[src/hdl/asp_pkg.sv]
// Shared types and constants for the aligned struct packer.
`timescale 1ns / 1ps
`default_nettype none

package asp_pkg;

    localparam int MAX_FIELDS = 16;
    localparam int CNT_W      = 5;
    localparam int TYPES_W    = 32;
    localparam int NUM_TYPED  = TYPES_W / 2;
    localparam int FIDX_W     = $clog2(MAX_FIELDS + 1);
    localparam int CMP_W      = ((FIDX_W > CNT_W) ? FIDX_W : CNT_W) + 1;
    localparam int BYTE_W     = 8;
    localparam int BUF_DEPTH  = 8;
    localparam int BIDX_W     = $clog2(BUF_DEPTH);
    localparam int REC_W      = 8;
    localparam int OFF_W      = 8;
    localparam int PAD_W      = 3;
    localparam int CFG_IDX_W  = 2;
    localparam int CFG_DATA_W = 32;

    typedef enum logic [CFG_IDX_W-1:0] {
        REG_FIELD_COUNT  = 2'd0,
        REG_FIELD_TYPES  = 2'd1,
        REG_BIG_ENDIAN   = 2'd2,
        REG_RECORD_COUNT = 2'd3
    } cfg_reg_t;

    typedef struct packed {
        logic [CNT_W-1:0]   field_count;
        logic [TYPES_W-1:0] field_types;
        logic               big_endian;
        logic [REC_W-1:0]   record_count;
    } cfg_t;

    typedef struct packed {
        logic [BUF_DEPTH-1:0][BYTE_W-1:0] bytes;
        logic [BIDX_W-1:0]                last_idx;
        logic                             rec_end;
        logic                             str_end;
    } job_t;

endpackage

`default_nettype wire

[src/hdl/asp_cfg.sv]
// Configuration register file of the aligned struct packer.
`timescale 1ns / 1ps
`default_nettype none

module asp_cfg
    import asp_pkg::*;
(
    input  wire logic                  clk,
    input  wire logic                  rst_n,
    input  wire logic                  cfg_we,
    input  wire logic [CFG_IDX_W-1:0]  cfg_index,
    input  wire logic [CFG_DATA_W-1:0] cfg_data,
    output cfg_t                       cfg
);

    cfg_t cfg_reg;
    cfg_t cfg_next;

    always_comb
    begin
        cfg_next = cfg_reg;
        if (cfg_we)
        begin
            case (cfg_reg_t'(cfg_index))
                REG_FIELD_COUNT:  cfg_next.field_count  = cfg_data[CNT_W-1:0];
                REG_FIELD_TYPES:  cfg_next.field_types  = cfg_data[TYPES_W-1:0];
                REG_BIG_ENDIAN:   cfg_next.big_endian   = cfg_data[0];
                REG_RECORD_COUNT: cfg_next.record_count = cfg_data[REC_W-1:0];
                default:          cfg_next = cfg_reg;
            endcase
        end
    end

    always_ff @(posedge clk or negedge rst_n)
    begin
        if (!rst_n)
        begin
            cfg_reg.field_count  <= CNT_W'(1);
            cfg_reg.field_types  <= '0;
            cfg_reg.big_endian   <= 1'b0;
            cfg_reg.record_count <= REC_W'(1);
        end
        else
        begin
            cfg_reg <= cfg_next;
        end
    end

    assign cfg = cfg_reg;

endmodule

`default_nettype wire

[src/hdl/asp_ctrl.sv]
// Layout tracker: padding drop, field and record boundaries, field buffer.
`timescale 1ns / 1ps
`default_nettype none

module asp_ctrl
    import asp_pkg::*;
(
    input  wire logic              clk,
    input  wire logic              rst_n,
    input  wire cfg_t              cfg,
    input  wire logic              accept,
    input  wire logic [BYTE_W-1:0] mem_byte,
    output logic                   job_load,
    output job_t                   job
);

    function automatic logic [1:0] code_of(input logic [TYPES_W-1:0] types,
                                           input logic [CMP_W-1:0] idx);
        logic [1:0] c;
        c = 2'd0;
        for (int i = 0; i < NUM_TYPED; i++)
        begin
            if (idx == CMP_W'(i))
            begin
                c = types[2*i +: 2];
            end
        end
        return c;
    endfunction

    function automatic logic [PAD_W-1:0] pad_for(input logic [OFF_W-1:0] off,
                                                 input logic [1:0] code);
        logic [PAD_W-1:0] mask;
        case (code)
            2'd0:    mask = 3'd0;
            2'd1:    mask = 3'd1;
            2'd2:    mask = 3'd3;
            default: mask = 3'd7;
        endcase
        return (PAD_W'(0) - off[PAD_W-1:0]) & mask;
    endfunction

    logic [FIDX_W-1:0] field_index_reg, field_index_next;
    logic [BIDX_W-1:0] byte_in_field_reg, byte_in_field_next;
    logic [PAD_W-1:0]  pad_remaining_reg, pad_remaining_next;
    logic [OFF_W-1:0]  struct_offset_reg, struct_offset_next;
    logic [REC_W-1:0]  records_done_reg, records_done_next;
    logic [BYTE_W-1:0] field_buffer_reg [BUF_DEPTH];
    logic [BYTE_W-1:0] field_buffer_next [BUF_DEPTH];

    logic [CMP_W-1:0]  fc_ext;
    logic [CMP_W-1:0]  eff_count;
    logic [CMP_W-1:0]  next_idx;
    logic              has1, has2, has3;
    logic [1:0]        max_code;
    logic [1:0]        cur_code;
    logic [3:0]        cur_size;
    logic [3:0]        bif_plus;
    logic              field_done;
    logic              rec_done;
    logic [OFF_W-1:0]  off_inc;
    logic [REC_W-1:0]  rec_target;
    logic [REC_W-1:0]  rd_inc;
    logic              str_done;
    logic [BIDX_W-1:0] merge_idx;
    logic [1:0]        c_i;

    always_comb
    begin
        fc_ext    = CMP_W'(cfg.field_count);
        if (fc_ext == '0)
        begin
            eff_count = CMP_W'(1);
        end
        else if (fc_ext > CMP_W'(MAX_FIELDS))
        begin
            eff_count = CMP_W'(MAX_FIELDS);
        end
        else
        begin
            eff_count = fc_ext;
        end

        has1 = 1'b0;
        has2 = 1'b0;
        has3 = 1'b0;
        for (int i = 0; i < NUM_TYPED; i++)
        begin
            c_i = cfg.field_types[2*i +: 2];
            if (CMP_W'(i) < eff_count)
            begin
                has1 = has1 | (c_i == 2'd1);
                has2 = has2 | (c_i == 2'd2);
                has3 = has3 | (c_i == 2'd3);
            end
        end
        max_code = has3 ? 2'd3 : (has2 ? 2'd2 : (has1 ? 2'd1 : 2'd0));

        next_idx   = CMP_W'(field_index_reg) + CMP_W'(1);
        cur_code   = code_of(cfg.field_types, CMP_W'(field_index_reg));
        cur_size   = 4'd1 << cur_code;
        bif_plus   = {1'b0, byte_in_field_reg} + 4'd1;
        field_done = (bif_plus >= cur_size);
        rec_done   = field_done && (next_idx >= eff_count);
        off_inc    = struct_offset_reg + OFF_W'(1);
        rec_target = (cfg.record_count == '0) ? REC_W'(1) : cfg.record_count;
        rd_inc     = records_done_reg + REC_W'(1);
        str_done   = rec_done && (rd_inc >= rec_target);

        merge_idx = cfg.big_endian ? byte_in_field_reg : '0;
        for (int i = 0; i < BUF_DEPTH; i++)
        begin
            job.bytes[i] = (merge_idx == BIDX_W'(i)) ? mem_byte : field_buffer_reg[i];
        end
        job.last_idx = merge_idx;
        job.rec_end  = rec_done;
        job.str_end  = str_done;

        field_index_next   = field_index_reg;
        byte_in_field_next = byte_in_field_reg;
        pad_remaining_next = pad_remaining_reg;
        struct_offset_next = struct_offset_reg;
        records_done_next  = records_done_reg;
        field_buffer_next  = field_buffer_reg;
        job_load           = 1'b0;

        if (accept)
        begin
            if (pad_remaining_reg != '0)
            begin
                pad_remaining_next = pad_remaining_reg - PAD_W'(1);
                struct_offset_next = off_inc;
            end
            else
            begin
                field_buffer_next[byte_in_field_reg] = mem_byte;
                job_load = !cfg.big_endian || field_done;
                if (field_done)
                begin
                    byte_in_field_next = '0;
                    if (rec_done)
                    begin
                        field_index_next   = '0;
                        struct_offset_next = '0;
                        pad_remaining_next = pad_for(off_inc, max_code);
                        records_done_next  = str_done ? '0 : rd_inc;
                    end
                    else
                    begin
                        field_index_next   = next_idx[FIDX_W-1:0];
                        struct_offset_next = off_inc;
                        pad_remaining_next = pad_for(off_inc,
                                                     code_of(cfg.field_types, next_idx));
                    end
                end
                else
                begin
                    byte_in_field_next = byte_in_field_reg + BIDX_W'(1);
                    struct_offset_next = off_inc;
                end
            end
        end
    end

    always_ff @(posedge clk or negedge rst_n)
    begin
        if (!rst_n)
        begin
            field_index_reg   <= '0;
            byte_in_field_reg <= '0;
            pad_remaining_reg <= '0;
            struct_offset_reg <= '0;
            records_done_reg  <= '0;
        end
        else
        begin
            field_index_reg   <= field_index_next;
            byte_in_field_reg <= byte_in_field_next;
            pad_remaining_reg <= pad_remaining_next;
            struct_offset_reg <= struct_offset_next;
            records_done_reg  <= records_done_next;
        end
    end

    always_ff @(posedge clk)
    begin
        field_buffer_reg <= field_buffer_next;
    end

    a_pad_at_field_start: assert property (@(posedge clk) disable iff (!rst_n)
        (pad_remaining_reg != '0) |-> (byte_in_field_reg == '0))
        else $error("padding pending in the middle of a field");

    a_index_in_range: assert property (@(posedge clk) disable iff (!rst_n)
        CMP_W'(field_index_reg) < CMP_W'(MAX_FIELDS))
        else $error("field index beyond the field limit");

    a_stream_end_resets: assert property (@(posedge clk) disable iff (!rst_n)
        (job_load && job.str_end) |=> (records_done_reg == '0) && (field_index_reg == '0))
        else $error("record counter not cleared at stream end");

endmodule

`default_nettype wire

[src/hdl/asp_emit.sv]
// Result register: holds one transaction's bytes and plays them out.
`timescale 1ns / 1ps
`default_nettype none

module asp_emit
    import asp_pkg::*;
(
    input  wire logic         clk,
    input  wire logic         rst_n,
    input  wire logic         job_load,
    input  wire job_t         job,
    output logic              take,
    output logic              out_valid,
    input  wire logic         out_ready,
    output logic [BYTE_W-1:0] out_byte,
    output logic              record_end,
    output logic              stream_end,
    output logic              run_last
);

    logic              busy_reg, busy_next;
    logic [BIDX_W-1:0] idx_reg, idx_next;
    job_t              job_reg, job_next;
    logic              last;
    logic              fire;

    always_comb
    begin
        last = (idx_reg == '0);
        fire = busy_reg && out_ready;
        take = !busy_reg || (last && out_ready);

        busy_next = busy_reg;
        idx_next  = idx_reg;
        job_next  = job_reg;
        if (fire)
        begin
            if (last)
            begin
                busy_next = 1'b0;
            end
            else
            begin
                idx_next = idx_reg - BIDX_W'(1);
            end
        end
        if (job_load)
        begin
            busy_next = 1'b1;
            idx_next  = job.last_idx;
            job_next  = job;
        end
    end

    always_ff @(posedge clk or negedge rst_n)
    begin
        if (!rst_n)
        begin
            busy_reg <= 1'b0;
            idx_reg  <= '0;
        end
        else
        begin
            busy_reg <= busy_next;
            idx_reg  <= idx_next;
        end
    end

    always_ff @(posedge clk)
    begin
        job_reg <= job_next;
    end

    assign out_valid  = busy_reg;
    assign out_byte   = job_reg.bytes[idx_reg];
    assign record_end = last && job_reg.rec_end;
    assign stream_end = last && job_reg.str_end;
    assign run_last   = last;

    a_countdown: assert property (@(posedge clk) disable iff (!rst_n)
        (busy_reg && out_ready && !last) |=> busy_reg && (idx_reg == $past(idx_reg) - BIDX_W'(1)))
        else $error("burst index did not step down");

    a_load_when_free: assert property (@(posedge clk) disable iff (!rst_n)
        job_load |-> take)
        else $error("new transaction loaded over a pending burst");

    a_stall_holds: assert property (@(posedge clk) disable iff (!rst_n)
        (busy_reg && !out_ready) |=> busy_reg && $stable(idx_reg))
        else $error("burst advanced while stalled");

    a_stream_marks_record: assert property (@(posedge clk) disable iff (!rst_n)
        (out_valid && stream_end) |-> record_end)
        else $error("stream end without record end");

endmodule

`default_nettype wire

[src/hdl/aligned_struct_packer.sv]
// Top level of the aligned struct packer.
//
//   channel  | handshake             | payload
//   ---------+-----------------------+-------------------------------------------
//   input    | in_valid / in_ready   | mem_byte
//   output   | out_valid / out_ready | out_byte, record_end, stream_end, run_last
//   config   | cfg_we                | cfg_index, cfg_data
//
// One input byte is taken per in_ready cycle. A padding byte or a buffered
// big-endian byte yields nothing; a little-endian field byte yields one result;
// the last byte of a big-endian field yields one result per buffered byte, played
// out of the result register one per out_ready cycle, and input stalls until its
// last one. in_ready rises again in the cycle that the last pending result is
// taken. Reset clears the layout counters and the config to its defaults.
`timescale 1ns / 1ps
`default_nettype none

module aligned_struct_packer
    import asp_pkg::*;
(
    input  wire logic                  clk,
    input  wire logic                  rst_n,
    input  wire logic                  in_valid,
    output logic                       in_ready,
    input  wire logic [BYTE_W-1:0]     mem_byte,
    output logic                       out_valid,
    input  wire logic                  out_ready,
    output logic [BYTE_W-1:0]          out_byte,
    output logic                       record_end,
    output logic                       stream_end,
    output logic                       run_last,
    input  wire logic                  cfg_we,
    input  wire logic [CFG_IDX_W-1:0]  cfg_index,
    input  wire logic [CFG_DATA_W-1:0] cfg_data
);

    cfg_t cfg;
    job_t job;
    logic job_load;
    logic accept;

    assign accept = in_valid && in_ready;

    asp_cfg u_cfg (
        .clk       (clk),
        .rst_n     (rst_n),
        .cfg_we    (cfg_we),
        .cfg_index (cfg_index),
        .cfg_data  (cfg_data),
        .cfg       (cfg)
    );

    asp_ctrl u_ctrl (
        .clk      (clk),
        .rst_n    (rst_n),
        .cfg      (cfg),
        .accept   (accept),
        .mem_byte (mem_byte),
        .job_load (job_load),
        .job      (job)
    );

    asp_emit u_emit (
        .clk        (clk),
        .rst_n      (rst_n),
        .job_load   (job_load),
        .job        (job),
        .take       (in_ready),
        .out_valid  (out_valid),
        .out_ready  (out_ready),
        .out_byte   (out_byte),
        .record_end (record_end),
        .stream_end (stream_end),
        .run_last   (run_last)
    );

endmodule

`default_nettype wire

[config.mk]
export PLATFORM = sky130hd
export DESIGN_NAME = aligned_struct_packer
export DESIGN_NICKNAME = d
export VERILOG_FILES = /design/src/hdl/asp_pkg.sv /design/src/hdl/asp_cfg.sv /design/src/hdl/asp_ctrl.sv /design/src/hdl/asp_emit.sv /design/src/hdl/aligned_struct_packer.sv
export SDC_FILE = /design/constraint.sdc
export NUM_CORES = 1
export LEC_CHECK = 0
export ABC_AREA = 1
export BUFFER_PORTS_ARGS = -buffer_cell sky130_fd_sc_hd__buf_2
export CAP_MARGIN = 10
export CORE_MARGIN = 3
export CORE_UTILIZATION = 55
export DETAILED_ROUTE_END_ITERATION = 10
export PLACE_DENSITY_LB_ADDON = 0.25
export REMOVE_ABC_BUFFERS = 1
export SLEW_MARGIN = 10
export SYNTH_ARGS = -nofsm -noshare
export SYNTH_HDL_FRONTEND = slang
export SYNTH_SLANG_ARGS = --single-unit
[constraint.sdc]
create_clock -name clk -period 4.5 [get_ports clk]
set_input_delay 0.9 -clock clk [delete_from_list [all_inputs] [get_ports clk]]
set_output_delay 0.9 -clock clk [all_outputs]
set_load 0.02 [all_outputs]
==> summary.txt, run 1 <==
Synth
  – Synth Area per Inst: a little under 9 sq um
  – Synth area leader: edfxtp_1
  – Count leader, synth: nand2_1
  – Seq cells post-synth: 202
  – Synth Warn #: 0
  – Top FF cell, synth: edfxtp_1
  – Sequential element share of the synthesized area: 0.552
  – Commonest cells in the netlist: nand2_1, nor2_1, inv_1
  – Yosys cell types: 49
  – Async S/R FF share, synth: 0.356
  – Gate Count Post-Synth: approximately 1200
  – Top-area cell type share of the netlist area: 0.378
  – EDFF count, synth: 130
  – Area of the mapped netlist: 10300 sq um
  – Synth area leaders: edfxtp_1, dfrtp_1, nand2_1

Setup path
  – Critical Path Max Stage Delay: 0.48 ns
  – Crit path max-delay family: simple AND/OR/NAND/NOR gates
  – Critical-path top delay cell: dfrtp_2
  – Crit. Startpoint: u_ctrl.field_index_reg[1]$_DFFE_PN0P_
  – CP max FO: 8
  – WP depth: 32
  – Data required time at the worst endpoint: 4.89 ns
  – WP buf/inv: 5
  – CP Launch Type: register
  – Register-to-register setup slack: 0.38 ns
  – Worst flop-to-flop path endpoint: u_ctrl.records_done_reg[5]$_DFFE_PN0P_
  – Crit path arrival time: around 4.5 ns
  – CP dominant cell by count: nand2_1
  – Worst R2R Path Depth: 32
  – Reg2reg start: u_ctrl.field_index_reg[1]$_DFFE_PN0P_
  – Critical Path Sink Type: register
  – Worst Setup Path Type: register to register

Power and ir drop
  – Leak: 5.09 nW
  – Pwr Total: 6.48 mW
  – PwrDens: between 500 and 600 nW/um^2
  – Peak VDD IR: 0.000284 V

Floorplan
  – Core Area: 18200 sq um
  – Die W: 143 um
  – Initial Utilization: 0.568
  – Vert. Die Dim: 143 um
  – Rows: 49
  – I/O pin total: 60
  – Die ar.: 20500 sq um

Job
  – Max_cap viols: 0

Clock network
  – CTS tree: built
  – Cts hold-fix bufs: 0
  – Worst-case clock buffer depth: 3
  – CTS buffer count: 21
  – CTS Root Cell: clkbuf_16
  – Clk_lat worst skew: ~0.50 ns
  – Clock sinks: approximately 200
  – Clock transition at the registers of the reported paths: 0.06 ns
  – Number of H-tree levels: 1

Place
  – Gpl congestion: about 1
  – Dpl ws: 0.0747 ns
  – DPL Wire Length: 17100 um
  – PortBufs: 59

GRT
  – First-pass GRT wire length: 39700 um
  – Pin count of the biggest net entering global routing: 73
  – Overflow after GRT: 0
  – All-layer global routing usage: 0.246
  – Initial antenna violation count: 0
  – Vias in the first global route: 7689

Timing
  – Final setup TNS: 0 ns
  – Worst slew pin tran: 1.11 ns
  – RSZ-0062 raised after global routing: false
  – Setup WS post-layout: 0.381 ns
  – Final Hold Viols: 0
  – Final Slew Violations: 0
  – FMAX: 243 MHz
  – Fin crit share: 0.915
  – # setup viols final: 0
  – Slew HR: 0.260
  – Final min period: 4.12 ns
  – Clock skew: 0.0123 ns

Cells and area
  – Largest register FFs: 66
  – Diode count: 0
  – Final nets: ~1300
  – Synthesis-to-layout area growth: 12.6%
  – Share of cells above drive strength 1: 0.124

Worst hold path
  – Worst hold path cell count: 2
  – Min-delay src: u_cfg.cfg[0]$_DFFE_PN1P_
  – Endpoint of the worst hold path: u_cfg.cfg[0]$_DFFE_PN1P_
  – Hold Crit Class: register to register

Route
  – Vias per inst: approximately 5.7
  – Vias: about 8300
  – Final wirelength: about 25000 um
  – First-pass detailed-route iteration total: 5
  – ANT nets after route: 0
  – DR WL/cell: ~17 um
  – DR DRC count: 0
  – Initial DRC count: 731

Run status
  – Status: finished, final reports clean
-- placed cells by master, fill, tap and decap left out, types with 5 or more instances in the layout --
master | Yosys | routed
nand4_1 | 9 | 9
o21ai_1 | 5 | 5
clkbuf_16 | 0 | 21
dfrtp_1 | 70 | 69
nor3_1 | 16 | 16
o22ai_1 | 12 | 12
a31oi_1 | 15 | 15
nand3_1 | 55 | 53
clkinv_2 | 0 | 7
o21ai_0 | 135 | 134
xor2_1 | 5 | 5
nand2_2 | 4 | 6
buf_2 | 0 | 58
inv_1 | 146 | 145
edfxtp_1 | 130 | 130
nor2_1 | 156 | 153
nor2_2 | 5 | 7
nand2_1 | 218 | 216
o211ai_1 | 7 | 7
a21oi_1 | 57 | 57
inv_2 | 5 | 6
buf_4 | 1 | 20
ha_1 | 30 | 29
-- report_power, final --
group          leakage [nW]  internal (mW)  switching [mW]  total, mW
clock network         0.309          0.873           0.701       1.57
logic                  2.76          0.822            1.62       2.45
registers              2.02           2.22           0.245       2.46
-- cell type report --
type / instances / area, sq um
fill: 1509 / 6560
sequential: 202 / 5710
multi-input combinational: 775 / 3980
inverter: 152 / 571
clock buffer: 24 / 547
timing repair buffer: 80 / 480
tap: 229 / 287
clock inverter: 13 / 71.3
-- tightest hold or removal path: stages, from the launching register on --
cell,delay (ns)
dfstp_2,0.37
nand2_1,0.05
o21ai_0,0.07
-- worst max-delay path by stage --
| stage | to |
|---|---|
| detailed placement | u_ctrl.pad_remaining_reg[0]$_DFFE_PN0P_ |
| global placement | u_ctrl.pad_remaining_reg[0]$_DFFE_PN0P_ |
| CTS | u_ctrl.pad_remaining_reg[0]$_DFFE_PN0P_ |
| floorplan | u_emit.job_reg[0]$_DFFE_PP_ |
| global route | u_ctrl.records_done_reg[5]$_DFFE_PN0P_ |
| finish | u_ctrl.records_done_reg[5]$_DFFE_PN0P_ |
-- stage by stage --
stage	hold slack, ns	util	instance area [sq um]	cells
after floorplan	0.453	-	10200	1129
after global placement	0.471	0.603	11000	1437
after detailed placement	0.480	0.603	11000	1437
after CTS	0.496	0.637	11600	1474
after global routing	0.523	0.640	11600	1475
final	0.496	0.640	11600	1475
-- per-layer routing --
layer / global-route usage / vias up / share of wire
met5: 0 / - / 0
met4: 0.0730 / 0 / 0.024
met3: 0.0311 / 48 / 0.073
met2: 0.380 / 355 / 0.44
met1: 0.367 / 3872 / 0.46
li1: - / 4061 / -
-- kinds of logic (layout without fill, tap and decap cells) --
| family | after synthesis | in the layout | synth area share |
|---|---|---|---|
| AOI/OAI and AO/OA | 254 | 254 | 0.135 |
| xor gates and xnor gates | 8 | 8 | 0.00859 |
| adders and majority gates | 30 | 30 | 0.0363 |
| buffers and inverters | 181 | 269 | 0.0675 |
| DFF | 202 | 202 | 0.552 |
| muxes | 4 | 4 | 0.00436 |
| and+or+nand+nor | 479 | 479 | 0.197 |
-- timing repair --
item | 4_1_cts | 5_1_grt
resized for setup | 0 | 13
buffers inserted | 0 | 1
endpoints found under the setup margin | 0 | 86
Note: power is estimated with default switching activity, not from simulation.
==> run 2: changes to the inputs <==
==> constraint.sdc (replaced) <==
create_clock -name clk -period 4.5 [get_ports clk]
set_input_delay 0.225 -clock clk [delete_from_list [all_inputs] [get_ports clk]]
set_output_delay 0.225 -clock clk [all_outputs]
set_load 0.02 [all_outputs]
==> summary.txt, run 2 (synthesis results as in run 1) <==
Floorplan
  – Die ar.: 20500 sq um (unchanged)
  – Die W: 143 um (unchanged)
  – Rows: 49 (unchanged)
  – I/O pin total: 60 (unchanged)
  – Vert. Die Dim: 143 um (unchanged)
  – Core Area: 18200 sq um (unchanged)
  – Initial Utilization: 0.568 (unchanged)

Cells and area
  – Largest register FFs: 66 (unchanged)
  – Share of cells above drive strength 1: 0.129 (+0.00461)
  – Synthesis-to-layout area growth: 16.3%
  – Diode count: 0 (unchanged)
  – Final nets: 1341 (+2.4%)
  – Commonest non-fill, non-tap cell in the layout: nand2_1
  – Layout Cells excl Fill: 1508 (+2.2%)
  – Most frequent cells in the layout: nand2_1, nor2_1, inv_1, o21ai_0, edfxtp_1

Timing
  – Final Slew Violations: 0 (unchanged)
  – # setup viols final: 0 (unchanged)
  – Clock skew: 0.0132 ns (+0.000870 ns)
  – FMAX: 246 MHz (+1.3%)
  – Fin crit share: 0.904 (-0.0118)
  – Final min period: 4.07 ns (-0.0530 ns)
  – Slew HR: 0.390 (+0.130)
  – Final Hold Viols: 0 (unchanged)
  – Worst slew pin tran: 0.915 ns (-0.195 ns)

Setup path
  – Critical Path Sink Type: register
  – Reg2reg start: u_ctrl.field_index_reg[0]$_DFFE_PN0P_
  – Crit. Startpoint: u_ctrl.field_index_reg[0]$_DFFE_PN0P_
  – CP Launch Type: register
  – CP max FO: 7 (-1)
  – Critical Path End: u_ctrl.records_done_reg[5]$_DFFE_PN0P_
  – CP dominant cell by count: nand2_1
  – Worst Setup Path Type: register to register
  – Data required time at the worst endpoint: 4.90 ns (about the same)
  – Critical Path Max Stage Delay: 0.35 ns (-0.13 ns)
  – Crit path arrival time: 4.47 ns (-0.04 ns)
  – Worst R2R Path Depth: 32 (unchanged)
  – Register-to-register setup slack: 0.43 ns (+0.05 ns)
  – Critical-path top delay cell: dfrtp_1
  – Worst flop-to-flop path endpoint: u_ctrl.records_done_reg[5]$_DFFE_PN0P_

Job
  – Max_cap viols: 0 (unchanged)

Clock network
  – Clock sinks: 202 (unchanged)
  – Number of H-tree levels: 1 (unchanged)
  – Clock transition at the registers of the reported paths: 0.07 ns (about the same)
  – CTS tree: built
  – Worst-case clock buffer depth: 3 (unchanged)
  – Clk_lat worst skew: 0.51 ns (about the same)
  – CTS buffer count: 21 (unchanged)
  – CTS Root Cell: clkbuf_16

GRT
  – Initial antenna violation count: 0 (unchanged)
  – Pin count of the biggest net entering global routing: 73 (unchanged)
  – First-pass GRT wire length: 40600 um (+2.2%)
  – All-layer global routing usage: 0.251 (+0.00498)
  – Overflow after GRT: 0 (unchanged)
  – Vias in the first global route: 7870 (+2.4%)

Place
  – DPL Wire Length: 17200 um (+0.20%)
  – PortBufs: 59 (unchanged)
  – Placed instance count: 1437 (unchanged)
  – Gpl congestion: 1.03 (+1.2%)

Worst hold path
  – Hold Crit Class: input port to register

Route
  – First-pass detailed-route iteration total: 5 (unchanged)
  – Vias: 8443 (+1.3%)
  – Final wirelength: 25200 um (+0.97%)
  – DR DRC count: 0 (unchanged)
  – DR WL/cell: 16.7 um (-1.2%)
  – Initial DRC count: 745 (+1.9%)
  – Vias per inst: 5.60 (-0.93%)
  – ANT nets after route: 0 (unchanged)

Run status
  – Status: finished, final reports clean

Power and ir drop
  – PwrDens: 551 nW/um^2 (-1.1%)
  – Pwr Total: 6.62 mW (+2.1%)
  – Peak VDD IR: 0.000328 V (+16%)
  – Leak: 5.23 nW (+2.8%)
-- run 2: how the worst min path moves through the flow --
| stage | end | startpoint | slack, ns | cells past startpoint |
|---|---|---|---|---|
| 6_report | u_ctrl.field_buffer_reg[58]$_DFFE_PP_ | mem_byte[2] | 0.01 | 1 |
| 5_1_grt | u_ctrl.field_buffer_reg[10]$_DFFE_PP_ | mem_byte[2] | 0.02 | 1 |
| 4_1_cts | u_ctrl.field_buffer_reg[41]$_DFFE_PP_ | mem_byte[1] | 0.001 | 1 |
| 3_5_place_dp | u_cfg.cfg[3]$_DFFE_PN0P_ | rst_n | 0.42 | 1 |
| 3_3_place_gp | u_cfg.cfg[3]$_DFFE_PN0P_ | rst_n | 0.41 | 1 |
| 2_1_floorplan | u_cfg.cfg[10]$_DFFE_PN0P_ | rst_n | -0.07 | 0 |
-- run 2: timing repair --
action | CTS | global route
setup buffers | 0 | 6
pin swaps | 0 | 4
setup endpoints to repair | 2 | 86
resized for setup | 2 | 20
gates cloned | 0 | 0
hold endpoints to repair | 104 | 0
hold buffers | 27 | 0
-- run 2: layout make-up --
cell class | instances | area [sq um]
Multi-Input combinational cell | 775 | 4010
Sequential cell | 202 | 5710
Fill cell | 1438 | 6190
Tap cell | 229 | 287
Clock inverter | 7 | 51.3
Clock buffer | 31 | 604
Timing Repair Buffer | 112 | 788
Inverter | 152 | 571
-- run 2: critical path: cells and delay by family (launching register included) --
kind,cells,cell delay [ns]
flip-flops,1,0.35
adder cells (fa/ha/maj),2,0.55
AO/OA/AOI/OAI,6,0.67
AND/OR/NAND/NOR,18,1.70
buffers and inverters,6,0.67
-- run 2: through the flow --
stage	setup slack [ns]	hold slack [ns]	util	TNS, ns	area, sq um
5_1_grt	-0.0179	0.0170	0.660	-0.0179	12000
2_1_floorplan	-0.172	-0.0706	-	-11.70	10200
3_5_place_dp	0.0692	0.419	0.603	0	11000
6_report	0.434	0.0106	0.660	0	12000
4_1_cts	0.0457	0.00118	0.654	0	11900
3_3_place_gp	0.197	0.411	0.603	0	11000
-- run 2: report_power, final --
part | internal, mW | leakage, nW | switching, mW
combinational | 0.860 | 2.89 | 1.69
sequential | 2.22 | 2.02 | 0.196
clock | 0.939 | 0.315 | 0.713
total | 4.02 | 5.23 | 2.60
-- run 2: layer usage --
layer | global-route usage | wire [um] | up-vias
met5 | 0 | 0 | -
met4 | 0.0715 | 648 | 0
met3 | 0.0435 | 2020 | 49
met2 | 0.388 | 11300 | 336
met1 | 0.368 | 11200 | 3938
li1 | - | - | 4120
==> run 3: changes to the inputs <==
--- a/config.mk
+++ b/config.mk
@@ -6,7 +6,7 @@
 export NUM_CORES = 1
 export LEC_CHECK = 0
 export ABC_AREA = 1
-export BUFFER_PORTS_ARGS = -buffer_cell sky130_fd_sc_hd__buf_2
+export BUFFER_PORTS_ARGS = -buffer_cell sky130_fd_sc_hd__buf_4
 export CAP_MARGIN = 10
 export CORE_MARGIN = 3
 export CORE_UTILIZATION = 55
==> summary.txt, run 3 (synthesis results as in run 1) <==
Timing
  – # setup viols final: 0 (unchanged)
  – Slew HR: 0.377 (-0.0126)
  – Fin crit share: 0.927 (+0.0236)
  – Setup WS post-layout: 0.328 ns (-0.106 ns)
  – Final Slew Violations: 0 (unchanged)
  – Final setup TNS: 0 ns (unchanged)
  – Worst slew pin tran: 0.934 ns (+0.0189 ns)
  – Clock skew: 0.0199 ns (+0.00669 ns)
  – RSZ-0062 raised after global routing: true
  – FMAX: 240 MHz (-2.5%)
  – Final min period: 4.17 ns (+0.106 ns)
  – Final hold slack: -0.000185 ns (-0.0108 ns)
  – Final Hold Viols: 1 (+1)

Power and ir drop
  – Peak VDD IR: 0.000363 V (+11%)
  – Cell internal pwr: 4.01 mW (-0.11%)
  – Combinational Power Share: 0.390 (+0.005)
  – Seq pwr share: 0.369 (+0.004)
  – Clock share of power: 0.241 (-0.009)
  – Sw power: 2.59 mW (-0.49%)
  – PwrDens: 544 nW/um^2 (-1.1%)
  – Pwr Total: 6.60 mW (-0.26%)
  – Switching part of the total: 0.392 (-0.000898)
  – Leak: 5.27 nW (+0.71%)

Job
  – Max_cap viols: 0 (unchanged)

Floorplan
  – I/O pin total: 60 (unchanged)
  – Die W: 143 um (unchanged)
  – Die ar.: 20500 sq um (unchanged)
  – Initial Utilization: 0.568 (unchanged)
  – Vert. Die Dim: 143 um (unchanged)
  – Core Area: 18200 sq um (unchanged)
  – Rows: 49 (unchanged)

Clock network
  – Number of H-tree levels: 1 (unchanged)
  – CTS tree: built
  – CTS Root Cell: clkbuf_16
  – Clock sinks: 202 (unchanged)
  – CTS buffer count: 21 (unchanged)
  – Worst-case clock buffer depth: 3 (unchanged)
  – Clk_lat worst skew: 0.51 ns (about the same)
  – Clock transition at the registers of the reported paths: 0.06 ns (about the same)

Place
  – PortBufs: 59 (unchanged)
  – Dpl ws: -0.00988 ns (-0.0791 ns)
  – DPL Wire Length: 17500 um (+2.0%)
  – Gpl congestion: 0.952 (-7.3%)
  – Placed instance count: 1436 (-0.070%)

Worst hold path
  – Min-delay src: cfg_data[20]
  – Hold Crit Class: input port to register
  – Worst hold path cell count: 3 (+2)
  – Endpoint of the worst hold path: u_cfg.cfg[29]$_DFFE_PN0P_

Setup path
  – Worst R2R Path Depth: 32 (unchanged)
  – Crit path arrival time: 4.60 ns (+0.13 ns)
  – Critical-path top delay cell: dfrtp_2
  – Worst flop-to-flop path endpoint: u_emit.idx_reg[1]$_DFFE_PN0P_
  – Critical Path Max Stage Delay: 0.49 ns (+0.14 ns)
  – Critical Path Sink Type: register
  – Data required time at the worst endpoint: 4.93 ns (+0.03 ns)
  – CP max FO: 31 (+24)
  – CP Launch Type: register
  – CP dominant cell by count: nand2_1
  – Worst Setup Path Type: register to register
  – Register-to-register setup slack: 0.33 ns (-0.11 ns)
  – Reg2reg start: u_ctrl.field_index_reg[0]$_DFFE_PN0P_

Route
  – Initial DRC count: 800 (+7.4%)
  – DR WL/cell: 16.9 um (+1.4%)
  – DR DRC count: 0 (unchanged)
  – First-pass detailed-route iteration total: 5 (unchanged)
  – Top routing layer used: met4
  – Vias: 8463 (+0.24%)
  – Met2 Wirelength: 11400 um (+0.26%)
  – Detail Route met3 WL: 2080 um (+3.1%)
  – ANT nets after route: 0 (unchanged)
  – Vias per inst: 5.62 (+0.37%)
  – Routed length on met1: 11200 um (about the same)
  – Final wirelength: 25500 um (+1.3%)

Cells and area
  – Final nets: 1339 (-0.15%)
  – Most frequent cells in the layout: nand2_1, nor2_1, inv_1, o21ai_0, edfxtp_1
  – Core Util, Final: 0.666 (+0.00577)
  – Diode count: 0 (unchanged)
  – Fillers: 1456 (+1.3%)
  – Layout Cells excl Fill: 1506 (-0.13%)
  – Largest register FFs: 66 (unchanged)
  – Share of cells above drive strength 1: 0.122 (-0.00685)
  – Synthesis-to-layout area growth: 17.3%
  – Multi-input gate area: 4000 sq um (-0.28%)
  – Register area: 5710 sq um (about the same)
  – Commonest non-fill, non-tap cell in the layout: nand2_1

GRT
  – Pin count of the biggest net entering global routing: 73 (unchanged)
  – All-layer global routing usage: 0.251 (+0.000484)
  – Initial antenna violation count: 0 (unchanged)
  – Overflow after GRT: 0 (unchanged)
  – Vias in the first global route: 7923 (+0.67%)
  – First-pass GRT wire length: 40500 um (-0.19%)

Run status
  – Failing checks: negative hold slack
  – Status: finished, violations left
run 3: worst max-delay path by stage:
| stage | from | to | slack [ns] | depth (start not counted) |
|---|---|---|---|---|
| floorplan | u_ctrl.field_index_reg[0]$_DFFE_PN0P_ | u_emit.job_reg[0]$_DFFE_PP_ | -0.17 | 27 |
| global placement | u_ctrl.field_index_reg[0]$_DFFE_PN0P_ | u_ctrl.pad_remaining_reg[0]$_DFFE_PN0P_ | 0.23 | 33 |
| detailed placement | u_ctrl.field_index_reg[0]$_DFFE_PN0P_ | u_ctrl.pad_remaining_reg[0]$_DFFE_PN0P_ | -0.01 | 33 |
| CTS | u_ctrl.field_index_reg[0]$_DFFE_PN0P_ | u_ctrl.pad_remaining_reg[0]$_DFFE_PN0P_ | 0.02 | 32 |
| global route | u_ctrl.field_index_reg[0]$_DFFE_PN0P_ | u_emit.idx_reg[1]$_DFFE_PN0P_ | -0.05 | 32 |
| finish | u_ctrl.field_index_reg[0]$_DFFE_PN0P_ | u_emit.idx_reg[1]$_DFFE_PN0P_ | 0.33 | 32 |
run 3: power by group through the flow:
stage	clock network [mW]	registers, mW	logic (mW)
after floorplan	0	2.44	1.64
after global placement	0	2.45	2.39
final	1.59	2.43	2.58
after global routing	1.68	2.46	2.89
after CTS	1.62	2.42	2.49
after detailed placement	0	2.46	2.45
run 3: metal layers:
metal	vias up	track usage
li1	4113	-
met1	3925	0.361
met2	356	0.383
met5	-	0
met4	0	0.0965
met3	69	0.0462
run 3: layout make-up:
type	instances	share of cell area
Sequential cell	202	0.471
Multi-Input combinational cell	775	0.330
Timing Repair Buffer	110	0.0763
Inverter	152	0.0473
Clock buffer	25	0.0463
Tap cell	229	0.0236
Clock inverter	13	0.00567
run 3: through the flow:
stage	instance area (sq um)	hold WS, ns
floorplan	10200	-0.0706
global placement	11100	0.411
detailed placement	11100	0.415
CTS	12000	0.00391
global route	12100	0.0140
finish	12100	-0.000185
run 3: what timing repair did:
item                                   4_1_cts  5_1_grt
endpoints found under the hold margin      156        0
hold buffers                                30        0
resized for setup                            1       18
setup endpoints to repair                    1       86
pin swaps                                    0        4
buffers inserted                             0        2
run 3: worst max-delay path: cells and delay by family, from the launching register on:
| family | cells | cell delay [ns] |
|---|---|---|
| adder cells (fa/ha/maj) | 2 | 0.46 |
| AO/OA/AOI/OAI | 9 | 1.24 |
| flip-flops | 1 | 0.49 |
| AND/OR/NAND/NOR | 15 | 1.23 |
| buffers and inverters | 6 | 0.68 |
